<file path="config.mk">
export PLATFORM = sky130hd
export DESIGN_NAME = accel_activity_step_tracker_top
export DESIGN_NICKNAME = d
export VERILOG_FILES = /design/src/rtl/aast_pkg.sv /design/src/rtl/aast_mul.sv /design/src/rtl/aast_sqrt.sv /design/src/rtl/aast_div.sv /design/src/rtl/accel_activity_step_tracker_top.sv
export VERILOG_INCLUDE_DIRS = /design/src /design/src/rtl
export SDC_FILE = /design/constraint.sdc
export NUM_CORES = 2
export LEC_CHECK = 0
export BUFFER_PORTS_ARGS = -buffer_cell sky130_fd_sc_hd__clkbuf_2
export CORE_UTILIZATION = 55
export CTS_BUF_LIST = sky130_fd_sc_hd__clkbuf_16
export DETAILED_ROUTE_END_ITERATION = 10
export HOLD_SLACK_MARGIN = 0.08
export MAX_ROUTING_LAYER = met4
export PLACE_DENSITY = 0.72
export SYNTH_ARGS = -nofsm -noshare
export SYNTH_HDL_FRONTEND = slang
export SYNTH_HIERARCHICAL = 1
export SYNTH_SLANG_ARGS = --single-unit
</file>
<file path="constraint.sdc">
create_clock -name clk -period 8.1 [get_ports clk]
set_clock_uncertainty 0.2 [all_clocks]
set_input_delay 1.215 -clock clk [delete_from_list [all_inputs] [get_ports clk]]
set_output_delay 1.215 -clock clk [all_outputs]
set_load 0.1 [all_outputs]
</file>
<file path="src/rtl/accel_activity_step_tracker_top_assert.svh">
// Assertion helpers shared by the step tracker RTL.
// Each helper expects clk and rst to be visible where it is used.
`ifndef ACCEL_ACTIVITY_STEP_TRACKER_TOP_ASSERT_SVH
`define ACCEL_ACTIVITY_STEP_TRACKER_TOP_ASSERT_SVH

// Same-cycle implication, checked at every rising edge outside reset.
`define AAST_ASSERT_SAME(name, ante, cons, msg) \
  name: assert property (@(posedge clk) disable iff (rst) (ante) |-> (cons)) \
    else $error(msg);

// Next-cycle implication, checked at every rising edge outside reset.
`define AAST_ASSERT_NEXT(name, ante, cons, msg) \
  name: assert property (@(posedge clk) disable iff (rst) (ante) |=> (cons)) \
    else $error(msg);

`endif

</file>
<file path="src/rtl/aast_pkg.sv">
`timescale 1ns / 1ps

package aast_pkg;

  // Field widths of the item and result channels.
  localparam int unsigned ACC_W      = 16;
  localparam int unsigned TS_W       = 32;
  localparam int unsigned STEP_LEN_W = 11;
  localparam int unsigned THR_W      = 15;
  localparam int unsigned CNT_W      = 24;
  localparam int unsigned DIST_W     = 35;
  localparam int unsigned SPD_W      = 21;
  localparam int unsigned MAG_W      = 16;

  // Sum of three squares and its integer root.
  localparam int unsigned SQ_W   = 32;
  localparam int unsigned ROOT_W = 16;

  // Configuration port.
  localparam int unsigned CFG_IDX_W  = 8;
  localparam int unsigned CFG_DATA_W = 16;

  // One g in Q13.
  localparam logic [ROOT_W-1:0] ONE_G    = 16'd8192;
  localparam logic [CNT_W-1:0]  STEP_MAX = '1;
  localparam logic [SPD_W-1:0]  MS_PER_S = 21'd1000;

  // Register values after reset.
  localparam logic [STEP_LEN_W-1:0] STEP_LEN_RST = 11'd600;
  localparam logic [THR_W-1:0]      REST_THR_RST = 15'd819;
  localparam logic [THR_W-1:0]      RUN_THR_RST  = 15'd4096;
  localparam logic [THR_W-1:0]      STEP_THR_RST = 15'd4096;

  // Register indexes on the configuration port.
  typedef enum logic [CFG_IDX_W-1:0] {
    REG_STEP_LENGTH = 8'd0,
    REG_REST_THR    = 8'd1,
    REG_RUN_THR     = 8'd2,
    REG_STEP_THR    = 8'd3
  } cfg_reg_t;

  // Activity classes.
  typedef enum logic [1:0] {
    ACT_REST = 2'd0,
    ACT_WALK = 2'd1,
    ACT_RUN  = 2'd2
  } activity_t;

endpackage

</file>
<file path="src/rtl/aast_mul.sv">
`timescale 1ns / 1ps

// Shift-and-add multiplier: one bit of b per cycle.
module aast_mul #(
  parameter int unsigned A_W = 16,
  parameter int unsigned B_W = 16
) (
  input  logic             clk,
  input  logic             rst,
  input  logic             start,
  input  logic [A_W-1:0]   a,
  input  logic [B_W-1:0]   b,
  output logic             busy,
  output logic [A_W+B_W-1:0] product
);

  localparam int unsigned P_W    = A_W + B_W;
  localparam int unsigned ITER_W = (B_W > 1) ? $clog2(B_W) : 1;

  logic [P_W-1:0]    mcand;
  logic [B_W-1:0]    mplier;
  logic [ITER_W-1:0] iter;

  // Iteration count and busy flag.
  always_ff @(posedge clk) begin
    if (rst) begin
      busy <= 1'b0;
      iter <= '0;
    end else if (start) begin
      busy <= 1'b1;
      iter <= '0;
    end else if (busy) begin
      if (iter == ITER_W'(B_W - 1)) begin
        busy <= 1'b0;
      end
      iter <= iter + 1'b1;
    end
  end

  // Partial products are added as the multiplier bits shift out.
  always_ff @(posedge clk) begin
    if (start) begin
      mcand   <= P_W'(a);
      mplier  <= b;
      product <= '0;
    end else if (busy) begin
      if (mplier[0]) begin
        product <= product + mcand;
      end
      mcand  <= mcand << 1;
      mplier <= mplier >> 1;
    end
  end

endmodule

</file>
<file path="src/rtl/aast_sqrt.sv">
`timescale 1ns / 1ps

// Restoring integer square root: two radicand bits per cycle, one root bit out.
module aast_sqrt
  import aast_pkg::*;
(
  input  logic              clk,
  input  logic              rst,
  input  logic              start,
  input  logic [SQ_W-1:0]   radicand,
  output logic              busy,
  output logic [ROOT_W-1:0] root
);

  localparam int unsigned ITER   = SQ_W / 2;
  localparam int unsigned ITER_W = $clog2(ITER);

  logic [SQ_W-1:0]     rad;
  logic [ROOT_W:0]     rem;
  logic [ROOT_W+2:0]   rem_shift;
  logic [ROOT_W+2:0]   trial;
  logic [ROOT_W+2:0]   diff;
  logic                fits;
  logic [ITER_W-1:0]   iter;

  // Bring down the next bit pair and try the next root bit.
  assign rem_shift = {rem, rad[SQ_W-1 -: 2]};
  assign trial     = {1'b0, root, 2'b01};
  assign fits      = (rem_shift >= trial);
  assign diff      = rem_shift - trial;

  always_ff @(posedge clk) begin
    if (rst) begin
      busy <= 1'b0;
      iter <= '0;
    end else if (start) begin
      busy <= 1'b1;
      iter <= '0;
    end else if (busy) begin
      if (iter == ITER_W'(ITER - 1)) begin
        busy <= 1'b0;
      end
      iter <= iter + 1'b1;
    end
  end

  always_ff @(posedge clk) begin
    if (start) begin
      rad  <= radicand;
      rem  <= '0;
      root <= '0;
    end else if (busy) begin
      rad  <= rad << 2;
      rem  <= fits ? diff[ROOT_W:0] : rem_shift[ROOT_W:0];
      root <= {root[ROOT_W-2:0], fits};
    end
  end

endmodule

</file>
<file path="src/rtl/aast_div.sv">
`timescale 1ns / 1ps

// Restoring divider: one quotient bit per cycle.
// A zero divisor gives an all-ones quotient; the caller handles that case.
module aast_div #(
  parameter int unsigned NUM_W = 21,
  parameter int unsigned DEN_W = 32
) (
  input  logic             clk,
  input  logic             rst,
  input  logic             start,
  input  logic [NUM_W-1:0] numer,
  input  logic [DEN_W-1:0] denom,
  output logic             busy,
  output logic [NUM_W-1:0] quotient
);

  localparam int unsigned ITER_W = (NUM_W > 1) ? $clog2(NUM_W) : 1;

  logic [DEN_W-1:0]  rem;
  logic [DEN_W-1:0]  den_q;
  logic [DEN_W:0]    rem_shift;
  logic [DEN_W:0]    diff;
  logic              fits;
  logic [ITER_W-1:0] iter;

  // The quotient register doubles as the numerator shift register.
  assign rem_shift = {rem, quotient[NUM_W-1]};
  assign fits      = (rem_shift >= {1'b0, den_q});
  assign diff      = rem_shift - {1'b0, den_q};

  always_ff @(posedge clk) begin
    if (rst) begin
      busy <= 1'b0;
      iter <= '0;
    end else if (start) begin
      busy <= 1'b1;
      iter <= '0;
    end else if (busy) begin
      if (iter == ITER_W'(NUM_W - 1)) begin
        busy <= 1'b0;
      end
      iter <= iter + 1'b1;
    end
  end

  always_ff @(posedge clk) begin
    if (start) begin
      rem      <= '0;
      den_q    <= denom;
      quotient <= numer;
    end else if (busy) begin
      rem      <= fits ? diff[DEN_W-1:0] : rem_shift[DEN_W-1:0];
      quotient <= {quotient[NUM_W-2:0], fits};
    end
  end

endmodule

</file>
<file path="src/rtl/accel_activity_step_tracker_top.sv">
`timescale 1ns / 1ps
// Flow: an accepted item is squared in three serial multiplier lanes, summed, passed through
// the serial root and the window update, then divided for the window average; on a step the
// speed division and the distance multiply follow before the output state loads the result.
// Only one item is in flight; the next is accepted once the result is in the output register.
// Reset: synchronous, active high; control and configuration registers return to defaults, the
// window reads as zero through per-entry valid bits, so no clearing pass is needed.
`include "accel_activity_step_tracker_top_assert.svh"

module accel_activity_step_tracker_top
  import aast_pkg::*;
#(
  parameter int unsigned WINDOW_LEN = 10
) (
  input  logic                  clk,
  input  logic                  rst,
  // Configuration writes
  input  logic                  cfg_valid,
  output logic                  cfg_ready,
  input  logic [CFG_IDX_W-1:0]  cfg_index,
  input  logic [CFG_DATA_W-1:0] cfg_data,
  // Sample items
  input  logic                  in_valid,
  output logic                  in_ready,
  input  logic signed [ACC_W-1:0] acc_x,
  input  logic signed [ACC_W-1:0] acc_y,
  input  logic signed [ACC_W-1:0] acc_z,
  input  logic [TS_W-1:0]       timestamp_ms,
  // Result items
  output logic                  out_valid,
  input  logic                  out_ready,
  output logic [1:0]            activity,
  output logic                  step_detected,
  output logic [CNT_W-1:0]      step_total,
  output logic [DIST_W-1:0]     distance_mm,
  output logic [SPD_W-1:0]      speed_mm_per_s,
  output logic [MAG_W-1:0]      window_mean
);

  localparam int unsigned WP_W  = (WINDOW_LEN > 1) ? $clog2(WINDOW_LEN) : 1;
  localparam int unsigned SUM_W = $clog2(WINDOW_LEN) + MAG_W;
  localparam int unsigned DIV_W = (SUM_W > SPD_W) ? SUM_W : SPD_W;

  typedef enum logic [10:0] {
    S_IDLE = 11'b000_0000_0001,
    S_SQ   = 11'b000_0000_0010,
    S_ADD  = 11'b000_0000_0100,
    S_ROOT = 11'b000_0000_1000,
    S_UPD  = 11'b000_0001_0000,
    S_AVG  = 11'b000_0010_0000,
    S_AVGW = 11'b000_0100_0000,
    S_DEC  = 11'b000_1000_0000,
    S_SPD  = 11'b001_0000_0000,
    S_SPDW = 11'b010_0000_0000,
    S_OUT  = 11'b100_0000_0000
  } state_t;

  state_t state;
  state_t state_next;

  // Configuration registers
  logic [STEP_LEN_W-1:0] step_len;
  logic [THR_W-1:0]      rest_thr;
  logic [THR_W-1:0]      run_thr;
  logic [THR_W-1:0]      step_thr;

  // Latched item
  logic [ACC_W-1:0] abs_x;
  logic [ACC_W-1:0] abs_y;
  logic [ACC_W-1:0] abs_z;
  logic [TS_W-1:0]  ts_q;

  // Serial unit signals
  logic              sq_start;
  logic              sq_busy;
  logic              sq_busy_y;
  logic              sq_busy_z;
  logic [SQ_W-1:0]   sq_x;
  logic [SQ_W-1:0]   sq_y;
  logic [SQ_W-1:0]   sq_z;
  logic [SQ_W-1:0]   sq_xy;
  logic              root_start;
  logic              root_busy;
  logic [ROOT_W-1:0] root;
  logic              div_start;
  logic              div_busy;
  logic [DIV_W-1:0]  div_num;
  logic [TS_W-1:0]   div_den;
  logic [DIV_W-1:0]  div_quo;
  logic              dist_start;
  logic              dist_busy;
  logic [DIST_W-1:0] dist_prod;
  logic [SPD_W-1:0]  spd_num;

  // Window
  logic [MAG_W-1:0]      win_mem [WINDOW_LEN];
  logic [WINDOW_LEN-1:0] win_vld;
  logic [MAG_W-1:0]      rd_data;
  logic [MAG_W-1:0]      old_mag;
  logic [MAG_W-1:0]      net;
  logic [WP_W-1:0]       wp;
  logic [SUM_W-1:0]      win_sum;
  logic [SUM_W-1:0]      win_sum_next;

  // Step tracking
  logic [MAG_W-1:0]  avg;
  logic              armed;
  logic              step_now;
  logic              step_q;
  activity_t         act_next;
  activity_t         act_q;
  logic [CNT_W-1:0]  step_cnt;
  logic [TS_W-1:0]   last_ts;
  logic [TS_W-1:0]   delta;
  logic [DIST_W-1:0] dist_hold;
  logic [SPD_W-1:0]  spd_hold;

  logic in_acc;
  logic out_load;

  assign cfg_ready = 1'b1;
  assign in_ready  = (state == S_IDLE);
  assign in_acc    = in_valid && in_ready;
  assign out_load  = (state == S_OUT) && (!out_valid || out_ready);

  // Configuration register writes; unknown indexes are ignored.
  always_ff @(posedge clk) begin
    if (rst) begin
      step_len <= STEP_LEN_RST;
      rest_thr <= REST_THR_RST;
      run_thr  <= RUN_THR_RST;
      step_thr <= STEP_THR_RST;
    end else if (cfg_valid) begin
      unique case (cfg_index)
        REG_STEP_LENGTH: step_len <= cfg_data[STEP_LEN_W-1:0];
        REG_REST_THR:    rest_thr <= cfg_data[THR_W-1:0];
        REG_RUN_THR:     run_thr  <= cfg_data[THR_W-1:0];
        REG_STEP_THR:    step_thr <= cfg_data[THR_W-1:0];
        default: ;
      endcase
    end
  end

  // Sequencer
  always_comb begin
    state_next = state;
    unique case (state)
      S_IDLE: if (in_valid) state_next = S_SQ;
      S_SQ:   if (!sq_start && !sq_busy) state_next = S_ADD;
      S_ADD:  state_next = S_ROOT;
      S_ROOT: if (!root_busy) state_next = S_UPD;
      S_UPD:  state_next = S_AVG;
      S_AVG:  state_next = S_AVGW;
      S_AVGW: if (!div_busy) state_next = S_DEC;
      S_DEC:  state_next = step_now ? S_SPD : S_OUT;
      S_SPD:  state_next = S_SPDW;
      S_SPDW: if (!div_busy && !dist_busy) state_next = S_OUT;
      S_OUT:  if (!out_valid || out_ready) state_next = S_IDLE;
      default: state_next = S_IDLE;
    endcase
  end

  always_ff @(posedge clk) begin
    if (rst) begin
      state <= S_IDLE;
    end else begin
      state <= state_next;
    end
  end

  // Latch the item as magnitudes for the squaring lanes.
  always_ff @(posedge clk) begin
    if (in_acc) begin
      abs_x <= acc_x[ACC_W-1] ? (~acc_x + 1'b1) : acc_x;
      abs_y <= acc_y[ACC_W-1] ? (~acc_y + 1'b1) : acc_y;
      abs_z <= acc_z[ACC_W-1] ? (~acc_z + 1'b1) : acc_z;
      ts_q  <= timestamp_ms;
    end
  end

  // Squaring lanes start the cycle after the item is taken.
  always_ff @(posedge clk) begin
    if (rst) begin
      sq_start <= 1'b0;
    end else begin
      sq_start <= in_acc;
    end
  end

  aast_mul #(.A_W(ACC_W), .B_W(ACC_W)) u_sq_x (
    .clk(clk), .rst(rst), .start(sq_start), .a(abs_x), .b(abs_x),
    .busy(sq_busy), .product(sq_x)
  );
  aast_mul #(.A_W(ACC_W), .B_W(ACC_W)) u_sq_y (
    .clk(clk), .rst(rst), .start(sq_start), .a(abs_y), .b(abs_y),
    .busy(sq_busy_y), .product(sq_y)
  );
  aast_mul #(.A_W(ACC_W), .B_W(ACC_W)) u_sq_z (
    .clk(clk), .rst(rst), .start(sq_start), .a(abs_z), .b(abs_z),
    .busy(sq_busy_z), .product(sq_z)
  );

  // The first two squares are summed once the lanes have finished.
  always_ff @(posedge clk) begin
    if (state == S_SQ && !sq_start && !sq_busy && !sq_busy_y && !sq_busy_z) begin
      sq_xy <= sq_x + sq_y;
    end
  end

  assign root_start = (state == S_ADD);

  aast_sqrt u_sqrt (
    .clk(clk), .rst(rst), .start(root_start), .radicand(sq_xy + sq_z),
    .busy(root_busy), .root(root)
  );

  // Net magnitude: distance of the root from one g.
  assign net = (root >= ONE_G) ? (root - ONE_G) : (ONE_G - root);

  // The window entry being replaced is read ahead; it reads as zero until written.
  always_ff @(posedge clk) begin
    rd_data <= win_mem[wp];
  end

  always_ff @(posedge clk) begin
    if (state == S_UPD) begin
      win_mem[wp] <= net;
    end
  end

  assign old_mag      = win_vld[wp] ? rd_data : '0;
  assign win_sum_next = win_sum - SUM_W'(old_mag) + SUM_W'(net);

  always_ff @(posedge clk) begin
    if (rst) begin
      win_vld <= '0;
      wp      <= '0;
      win_sum <= '0;
    end else if (state == S_UPD) begin
      win_vld[wp] <= 1'b1;
      win_sum     <= win_sum_next;
      wp          <= (wp == WP_W'(WINDOW_LEN - 1)) ? '0 : wp + 1'b1;
    end
  end

  // The divider serves the window average first, then the speed on a step.
  assign spd_num   = MS_PER_S * SPD_W'(step_len);
  assign div_start = (state == S_AVG) || (state == S_SPD);
  assign div_num   = (state == S_SPD) ? DIV_W'(spd_num) : DIV_W'(win_sum);
  assign div_den   = (state == S_SPD) ? delta : TS_W'(WINDOW_LEN);

  aast_div #(.NUM_W(DIV_W), .DEN_W(TS_W)) u_div (
    .clk(clk), .rst(rst), .start(div_start), .numer(div_num), .denom(div_den),
    .busy(div_busy), .quotient(div_quo)
  );

  always_ff @(posedge clk) begin
    if (state == S_AVGW && !div_busy) begin
      avg <= div_quo[MAG_W-1:0];
    end
  end

  // Activity class and step decision on the new average.
  always_comb begin
    if (avg < MAG_W'(rest_thr)) begin
      act_next = ACT_REST;
    end else if (avg < MAG_W'(run_thr)) begin
      act_next = ACT_WALK;
    end else begin
      act_next = ACT_RUN;
    end
  end

  assign step_now = armed && (avg > MAG_W'(step_thr));

  always_ff @(posedge clk) begin
    if (rst) begin
      armed    <= 1'b1;
      step_cnt <= '0;
      last_ts  <= '0;
    end else if (state == S_DEC) begin
      if (step_now) begin
        armed   <= 1'b0;
        last_ts <= ts_q;
        if (step_cnt != STEP_MAX) begin
          step_cnt <= step_cnt + 1'b1;
        end
      end else if (avg < MAG_W'(step_thr)) begin
        armed <= 1'b1;
      end
    end
  end

  always_ff @(posedge clk) begin
    if (state == S_DEC) begin
      act_q  <= act_next;
      step_q <= step_now;
      delta  <= ts_q - last_ts;
    end
  end

  // Distance is rebuilt from the count on every step.
  assign dist_start = (state == S_SPD);

  aast_mul #(.A_W(CNT_W), .B_W(STEP_LEN_W)) u_dist (
    .clk(clk), .rst(rst), .start(dist_start), .a(step_cnt), .b(step_len),
    .busy(dist_busy), .product(dist_prod)
  );

  always_ff @(posedge clk) begin
    if (rst) begin
      dist_hold <= '0;
      spd_hold  <= '0;
    end else if (state == S_SPDW && !div_busy && !dist_busy) begin
      dist_hold <= dist_prod;
      spd_hold  <= (delta == '0) ? '0 : div_quo[SPD_W-1:0];
    end
  end

  // Output register: holds a finished result until it is taken.
  always_ff @(posedge clk) begin
    if (rst) begin
      out_valid <= 1'b0;
    end else if (out_load) begin
      out_valid <= 1'b1;
    end else if (out_ready) begin
      out_valid <= 1'b0;
    end
  end

  always_ff @(posedge clk) begin
    if (out_load) begin
      activity       <= act_q;
      step_detected  <= step_q;
      step_total     <= step_cnt;
      distance_mm    <= dist_hold;
      speed_mm_per_s <= spd_hold;
      window_mean    <= avg;
    end
  end

  // Checks on the sequencer, the window bookkeeping and the step count.
  `AAST_ASSERT_NEXT(a_accept_holds_off, in_valid && in_ready, !in_ready,
                    "input accepted again before the item finished")
  `AAST_ASSERT_SAME(a_wp_in_range, 1'b1, wp < WINDOW_LEN,
                    "window write position out of range")
  `AAST_ASSERT_SAME(a_step_counted, out_valid && step_detected, step_total != '0,
                    "step reported with a zero step count")
  `AAST_ASSERT_SAME(a_result_from_fsm, $rose(out_valid), $past(state) == S_OUT,
                    "result register loaded outside the output state")

endmodule

</file>
==> results.tsv <==
stage	metric	value	unit
drt	via count	43700	
worst_setup_path	crit path DAT	5.91	ns
placed_design	Port Buffers	208	
flow_run	# Max-Cap Violations	0	
timing	setup TNS	0	ns
drt	violation count after the first detailed-route iteration	3012	
die	DIE WIDTH	337	um
placed_design	hpwl dp	99000	um
timing	setup violators final	0	
timing	post-route minimum period	5.48	ns
yosys	number of distinct library cells after synthesis	113	
worst_setup_path	WP data required	8.53	ns
yosys	Syn Inst Count	5825	
drt	DRT Pass-1 Iters	6	
clocking	Worst-Skew Late Latency	0.73	ns
timing	Max Fclk	182	MHz
die	full die area	114000	um^2
pwr	Peak VDD IR	204	uV
timing	final number of hold-violating endpoints	0	
yosys	Synth Flop Type	edfxtp_1	
pwr	PD cells	234	nW/um^2
clocking	H-tree depth	3	
yosys	Post-synth EDFFs	638	
grt	gr usage total	0.250	
placed_design	GP Congestion	0.903	
die	I/O pin count	211	
yosys	Syn Nets	6383	
worst_setup_path	critical path capture point type	register	
grt	initial antenna violation count	5	
clocking	CTS resizes	0	
die	Initial Utilization	0.557	
layout	share of cells above drive strength 1	0.128	
timing	worst slew pin tran	1.18	ns
yosys	Netlist Area Pre-Place	61800	um^2
clocking	Worst-path clk slew	0.06	ns
placed_design	DP Area	64200	um^2
yosys	Synth Register Bits	1156	
grt	first-pass GRT wire length	222000	um
yosys	syn_area_per_cell	10.6	um^2
worst_setup_path	worst r2r src	u_sqrt/root[0]	
drt	post-DR wirelength/cell	18.4	um
timing	RSZ-0062 raised after global routing	false	
worst_setup_path	CP Class	register to register	
yosys	asr flop ratio synth	0	
clocking	Root Buffer	clkbuf_16	
worst_setup_path	critical path launch point	u_sqrt/root[0]	
worst_setup_path	worst-path maximum fanout	17	
layout	Syn-to-layout area delta	10.5	%
clocking	Hold Buf Count CTS	0	
clocking	CTS Buf Count	121	
pwr	Leak	27.1	nW
die	CORE AREA	111000	um^2
die	chip height	337	um
clocking	clock sinks	1156	
min_path	min-delay src	act_q[0]	
die	FP Rows	122	
grt	vias in the first global route	42100	
clocking	clock tree buffer depth	3	
timing	relative slew slack	0.212	
timing	setup ws final	2.62	ns
run_status	status	finished clean	
drt	DRC violations left	0	
layout	fin nets	6523	
drt	DRT Wirelength	139000	um
grt	grt total ovfl	0	
clocking	CTS tree	built	
yosys	yosys warns	6	
placed_design	pre-CTS WS	2.68	ns
drt	Routed Antenna Nets	0	
timing	Final Cycle Share	0.677	
grt	pin count of the biggest net entering global routing	117	
layout	Final Instance Area	68300	um^2
drt	via/cell ratio	5.78	
min_path	worst min path class	register to register	
yosys	register area share after synthesis	0.478	
timing	Max Slew Vio Count	0	
clocking	setup bufs post-CTS	0	
worst_setup_path	CP startpoint kind	register	
timing	final hold slack	0.219	ns
final timing paths:
kind	cells past startpoint	slack, ns	to
setup reg to reg	16	2.62	win_sum[18]
setup / recovery	16	2.62	win_sum[18]
hold / removal	0	0.22	activity[0]
hold reg to reg	0	0.22	activity[0]
synthesized netlist by cell type (80+ instances only):
master	n	area share
o21ai_0	168	0.014
dfxtp_1	518	0.17
xnor2_1	219	0.031
a21o_1	143	0.017
a211oi_1	94	0.011
mux2_2	175	0.032
nor2_1	417	0.025
nor3_1	88	0.0071
edfxtp_1	638	0.31
ha_1	391	0.079
nand2_1	559	0.034
clkbuf_1	187	0.011
xor2_1	115	0.016
a21oi_1	465	0.038
mux2i_1	220	0.036
and2_1	80	0.0081
inv_1	325	0.020
nand3_1	81	0.0066
report_power, final:
group,switching (mW),internal [mW],total [mW]
Sequential,0.272,6.61,6.89
Clock,2.41,3.19,5.60
Combinational,2.02,1.45,3.47
through the flow:
step	total power, mW	util	cells
floorplan	9.65	-	5825
global placement	10.4	0.578	7330
detailed placement	10.4	0.578	7330
CTS	16.1	0.615	7562
global route	16.7	0.615	7562
finish	16.0	0.615	7563
cell usage in the layout, fill, tap and decap left out, drive strengths merged, types with 59 or more instances in the layout:
master    n
o21ai   195
nand3    86
mux2    178
a21oi   472
nor2b    61
clkbuf  332
a21o    144
xor2    115
mux2i   220
nand4    59
nor3     92
a211oi   98
o21a     60
dfxtp   518
ha      391
edfxtp  638
xnor2   219
inv     360
nand2   559
nor2    420
and2     81
critical path: stages, from the launching register on:
cell and delay (ns):
dfxtp_1 0.72, inv_1 0.12, ha_1 0.27, a21oi_1 0.20
xor2_1 0.78, inv_1 0.16, fa_1 0.52, inv_1 0.04
ha_1 0.35, a2111oi_2 0.49, a21o_1 0.21, a21oi_1 0.07
or4_1 0.53, o211ai_1 0.16, o21ai_0 0.17, xor2_1 0.17
a32o_1 0.20
logic make-up (layout without fill, tap and decap cells):
kind of cell             after synthesis  in the layout  share of synthesized area
multiplexers                         432            432                     0.0807
AO/OA/AOI/OAI                       1282           1282                      0.136
buffers and inverters                568            817                     0.0359
XOR/XNOR                             334            334                     0.0473
other                                  1              2                  0.0000607
AND/OR/NAND/NOR                     1603           1603                      0.124
flip-flops                          1156           1156                      0.478
adder cells (fa/ha/maj)              449            449                     0.0980
metal layers:
layer,track usage,vias up,part of all wire
met2,0.406,937,0.48
met1,0.329,21100,0.45
met5,-,-,0
li1,-,21400,-
met3,0.0281,223,0.044
met4,0.0754,0,0.027
flip-flops by register name, indices dropped and copies added (netlist names), 35 cells and up:
register / count
dist_hold: 35
distance_mm: 35
u_dist/mcand: 35
u_dist/product: 35
win_mem: 160
layout make-up:
| cell class | count | area, um^2 |
|---|---|---|
| Fill cell | 9069 | 42700 |
| Tap cell | 1488 | 1860 |
| Timing Repair Buffer | 259 | 1450 |
| Sequential cell | 1156 | 29500 |
| Inverter | 326 | 1230 |
| Antenna cell | 1 | 2.50 |
| Clock inverter | 108 | 973 |
| Multi-Input combinational cell | 4101 | 30100 |
| Clock buffer | 124 | 3100 |
Power figures use the tool's default switching activity.
